<file path="config.mk">
export PLATFORM = sky130hd
export DESIGN_NAME = gift64_round
export DESIGN_NICKNAME = d
export VERILOG_FILES = /design/src/gift64_pkg.sv /design/src/gift64_round.sv
export SDC_FILE = /design/constraint.sdc
export NUM_CORES = 1
export LEC_CHECK = 0
export ABC_CLOCK_PERIOD_IN_PS = 2400
export BUFFER_PORTS_ARGS = -buffer_cell sky130_fd_sc_hd__buf_2
export CAP_MARGIN = 20
export CORE_MARGIN = 2
export CORE_UTILIZATION = 33
export DETAILED_ROUTE_END_ITERATION = 10
export SLEW_MARGIN = 20
export SYNTH_ARGS = -nofsm -noshare
export SYNTH_HDL_FRONTEND = slang
export SYNTH_SLANG_ARGS = --single-unit
</file>
<file path="constraint.sdc">
create_clock -name vclk -period 2.4
set_input_delay 0.6 -clock vclk [all_inputs]
set_output_delay 0.6 -clock vclk [all_outputs]
set_load 0.01 [all_outputs]
</file>
<file path="src/gift64_pkg.sv">
package gift64_pkg;

  localparam int unsigned RoundCount = 28;
  localparam int unsigned BlkW       = 64;
  localparam int unsigned KeyW       = 64;

  typedef enum logic {
    CFG_KEY_HIGH = 1'b0,
    CFG_KEY_LOW  = 1'b1
  } cfg_idx_e;

  typedef enum logic {
    DIR_ENC = 1'b0,
    DIR_DEC = 1'b1
  } dir_e;

  // per-round key material
  typedef struct packed {
    logic [15:0] k1;
    logic [15:0] k0;
    logic [5:0]  rc;
  } rnd_key_t;

  typedef rnd_key_t [RoundCount-1:0] rnd_key_arr_t;

  localparam logic [3:0] SboxFwd [16] = '{
    4'h1, 4'ha, 4'h4, 4'hc, 4'h6, 4'hf, 4'h3, 4'h9,
    4'h2, 4'hd, 4'hb, 4'h7, 4'h5, 4'h0, 4'h8, 4'he
  };

  localparam logic [3:0] SboxInv [16] = '{
    4'hd, 4'h0, 4'h8, 4'h6, 4'h2, 4'hc, 4'h4, 4'hb,
    4'he, 4'h7, 4'h1, 4'ha, 4'h3, 4'h9, 4'hf, 4'h5
  };

  localparam logic [5:0] BitDest [64] = '{
    6'd0,  6'd17, 6'd34, 6'd51, 6'd48, 6'd1,  6'd18, 6'd35,
    6'd32, 6'd49, 6'd2,  6'd19, 6'd16, 6'd33, 6'd50, 6'd3,
    6'd4,  6'd21, 6'd38, 6'd55, 6'd52, 6'd5,  6'd22, 6'd39,
    6'd36, 6'd53, 6'd6,  6'd23, 6'd20, 6'd37, 6'd54, 6'd7,
    6'd8,  6'd25, 6'd42, 6'd59, 6'd56, 6'd9,  6'd26, 6'd43,
    6'd40, 6'd57, 6'd10, 6'd27, 6'd24, 6'd41, 6'd58, 6'd11,
    6'd12, 6'd29, 6'd46, 6'd63, 6'd60, 6'd13, 6'd30, 6'd47,
    6'd44, 6'd61, 6'd14, 6'd31, 6'd28, 6'd45, 6'd62, 6'd15
  };

  function automatic logic [BlkW-1:0] sub_fwd(input logic [BlkW-1:0] x);
    logic [BlkW-1:0] y;
    y = '0;
    for (int i = 0; i < 16; i++) begin
      y[4*i +: 4] = SboxFwd[x[4*i +: 4]];
    end
    return y;
  endfunction

  function automatic logic [BlkW-1:0] sub_inv(input logic [BlkW-1:0] x);
    logic [BlkW-1:0] y;
    y = '0;
    for (int i = 0; i < 16; i++) begin
      y[4*i +: 4] = SboxInv[x[4*i +: 4]];
    end
    return y;
  endfunction

  function automatic logic [BlkW-1:0] perm_fwd(input logic [BlkW-1:0] x);
    logic [BlkW-1:0] y;
    y = '0;
    for (int i = 0; i < 64; i++) begin
      y[BitDest[i]] = x[i];
    end
    return y;
  endfunction

  function automatic logic [BlkW-1:0] perm_inv(input logic [BlkW-1:0] x);
    logic [BlkW-1:0] y;
    y = '0;
    for (int i = 0; i < 64; i++) begin
      y[i] = x[BitDest[i]];
    end
    return y;
  endfunction

  // round key, round constant and the fixed top-bit flip
  function automatic logic [BlkW-1:0] add_key(input logic [BlkW-1:0] x,
                                               input rnd_key_t k);
    logic [BlkW-1:0] y;
    y = x;
    for (int i = 0; i < 16; i++) begin
      y[4*i+1] = y[4*i+1] ^ k.k1[i];
      y[4*i]   = y[4*i]   ^ k.k0[i];
    end
    y[63] = ~y[63];
    y[23] = y[23] ^ k.rc[5];
    y[19] = y[19] ^ k.rc[4];
    y[15] = y[15] ^ k.rc[3];
    y[11] = y[11] ^ k.rc[2];
    y[7]  = y[7]  ^ k.rc[1];
    y[3]  = y[3]  ^ k.rc[0];
    return y;
  endfunction

  // Key schedule: rotations and word moves only, so this is pure wiring.
  function automatic rnd_key_arr_t key_sched(input logic [KeyW-1:0] hi_in,
                                             input logic [KeyW-1:0] lo_in);
    rnd_key_arr_t ks;
    logic [KeyW-1:0] hi;
    logic [KeyW-1:0] lo;
    logic [5:0]      c;
    logic [15:0]     k1;
    logic [15:0]     k0;
    hi = hi_in;
    lo = lo_in;
    c  = '0;
    for (int r = 0; r < RoundCount; r++) begin
      k1 = lo[31:16];
      k0 = lo[15:0];
      c  = {c[4:0], ~(c[5] ^ c[4])};
      ks[r].k1 = k1;
      ks[r].k0 = k0;
      ks[r].rc = c;
      lo = {hi[31:0], lo[63:32]};
      hi = {k1[1:0], k1[15:2], k0[11:0], k0[15:12], hi[63:32]};
    end
    return ks;
  endfunction

endpackage

</file>
<file path="src/gift64_round.sv">
module gift64_round
  import gift64_pkg::*;
(
  input  dir_e            dir_i,
  input  rnd_key_t        key_i,
  input  logic [BlkW-1:0] blk_i,
  output logic [BlkW-1:0] blk_o
);

  logic [BlkW-1:0] enc_blk;
  logic [BlkW-1:0] dec_blk;

  // encrypt: sbox, permute, add key; decrypt: the inverse steps reversed
  assign enc_blk = add_key(perm_fwd(sub_fwd(blk_i)), key_i);
  assign dec_blk = sub_inv(perm_inv(add_key(blk_i, key_i)));

  assign blk_o = (dir_i == DIR_DEC) ? dec_blk : enc_blk;

endmodule

</file>
==> reports/qor.txt <==
Hold Path Class - in -> out
Multi-input logic area - 6860 sq um
Yosys cell types - 27
Cells after Synth - 705
Final Power - 0.003195 W
Final WS setup - -0.2366 ns
Via Count - 6179
Setup tns final - -6.482 ns
Post-Synthesis Cell Area - 5627 sq um
Routed len/inst - 16.82 microns
Largest net degree at the start of global routing - 42
Chip Width - 134.6 microns
Initial Util - 33.81%
Share of cells above drive strength 1 - 64.82%
FILL cells - 1230
Critical path type - in -> out
Syn nets - 888
Via density - 4.801
Internal Power - 0.001720 W
Critical Path AT - 2.04 ns
Fin crit period - 2.637 ns
Setup-failing EPs final - 59
CORE AREA - 16640 sq um
WL met3 - 768 microns
Fin crit share - 109.9%
Clock buf count - 0
IR drop worst, VDD - 170.2 uV
Power density over the cells - 289.8 nW/um^2
1st-iter DRT viols - 214
Sequential power share - 0%
Clock Power Share - 0%
Die Ht - 134.6 microns
Hold Vio Cnt, Final - 0
Critical path startpoint category - input port
Mean cell area of the mapped netlist - 7.981 sq um
Comb pwr share - 100.0%
Max cap viols - 0
Met1 WL - 9.013 mm
Post-layout util - 66.24%
I/O Buffers - 167
Tot GR Track Use - 21.81%
Inst Count DP - 1238
DRT Pass-1 Iters - 6
Top sig layer - met4
Placer Congestion - 0.8399
Warning count from the yosys run - 0
First-pass GRT wire length - 31.35 mm
Area Overhead vs Synth - 95.91%
Slew @ Worst Pin - 0.3302 ns
Max Clk Rate - 379.3 MHz
CP endpoint kind - output pin
Grt total ovfl - 0
Switch share - 46.16%
Vias in the first global route - 6121
WL met2 - 11.34 mm
RSZ-0062 raised after global routing - yes
Dpl ws - -0.5038 ns
Failing checks - setup timing
FF+latch count - 0
DP Wirelength - 15.88 mm
Final #Nets - 1251
Crit-path max FO - 4
Rows - 47
DRC errors left - 0
Die area - 18110 sq um
Worst Path Required - 1.80 ns
Drt total wl - 21.65 mm
Sequential area share after synthesis - 0%
P_leak - 5.122 nW
Net Switching - 0.001475 W
Fin. max-slew vios - 0
Post-route ant nets - 0
Initial antenna violation count - 1
Layout Cells excl Fill - 1287
Slew headroom - 77.83%
Outcome - finished with violations
Reg area - 0 sq um
I/O pins - 167
-- logic make-up (layout without fill, tap and decap cells) --
kind of cell	count (synthesis)	in the layout	share of synthesized area, %
multiplexers	147	147	30.26
XOR/XNOR	142	142	23.91
buffers and inverters	141	502	10.61
AO/OA/AOI/OAI	104	104	10.52
AND/OR/NAND/NOR	91	91	6.916
adder cells (fa/ha/maj)	80	80	17.79
other	0	1	0
-- critical path, cell delays in order --
cell and delay (ns):
buf_8 0.11, xnor2_4 0.25, inv_2 0.10, ha_4 0.17, mux4_2 0.50, nand2_1 0.09
o21ai_1 0.07, buf_2 0.16
-- area by class of cell --
type               count  area share, %
multi-input cells    564          62.24
diodes                 1        0.02270
well taps            220          2.497
inverters             97          3.734
repair buffers       405          31.51
-- layer usage --
metal,up-vias,GRT usage [%]
met5,-,0
met2,143,40.93
met1,2925,28.09
met4,0,3.860
li1,3083,-
met3,28,0.7132
-- power by group through the flow --
stage	Combinational (W)	Sequential, W	Clock (W)
after floorplan	0.00130	0	0
after global placement	0.00224	0	0
after detailed placement	0.00227	0	0
after CTS	0.00285	0	0
after global routing	0.00340	0	0.0000000000557
final	0.00319	0	0.0000000000557
-- metrics by stage --
step | area, sq um | hold WS (ns)
after floorplan | 5814 | 1.388
after global placement | 8159 | 1.619
after detailed placement | 8159 | 1.626
after CTS | 10190 | 1.615
after global routing | 11020 | 1.608
final | 11020 | 1.587
-- cell usage in the layout (no fill, tap or decap), drive strengths merged, types with 8 or more instances in the layout --
| master | instances |
|---|---|
| xnor2 | 108 |
| a21oi | 30 |
| mux2 | 25 |
| nand2 | 40 |
| xor2 | 34 |
| inv | 97 |
| o21ai | 45 |
| a211oi | 12 |
| ha | 80 |
| nand3b | 9 |
| nor2 | 38 |
| a21o | 8 |
| mux4 | 16 |
| mux2i | 106 |
| buf | 405 |
-- cell usage after synthesis --
master	instances	area share, %
o21ai_1	5	0.44
a211oi_1	12	1.6
a21oi_1	30	2.7
nand3b_1	9	1.2
o22ai_1	3	0.33
nor2_1	38	2.5
xor2_1	34	5.3
buf_4	9	1.2
o21ai_0	40	3.6
mux2i_1	106	19
nor3b_1	3	0.40
ha_1	80	18
xnor2_4	5	2.4
a21o_1	8	1.1
nand2_1	40	2.7
clkbuf_1	6	0.40
o221ai_1	2	0.31
nor2b_1	1	0.11
buf_2	27	2.4
mux2_2	25	5.0
xnor2_1	102	16
buf_1	2	0.13
mux4_2	16	6.4
xnor2_2	1	0.29
o211ai_1	3	0.40
o21a_1	1	0.13
inv_1	97	6.5
-- what timing repair did --
action	CTS	global route
hold buffers	0	0
setup endpoints to repair	64	64
setup buffers	36	23
pin swaps	135	92
endpoints found under the hold margin	0	0
resized for setup	432	161
-- final timing paths --
check	startpoint	endpoint	slack [ns]	depth (start not counted)
setup / recovery	key_i[8]	blk_o[33]	-0.24	8
hold / removal	key_i[21]	blk_o[60]	1.59	4
Power figures use the tool's default switching activity.
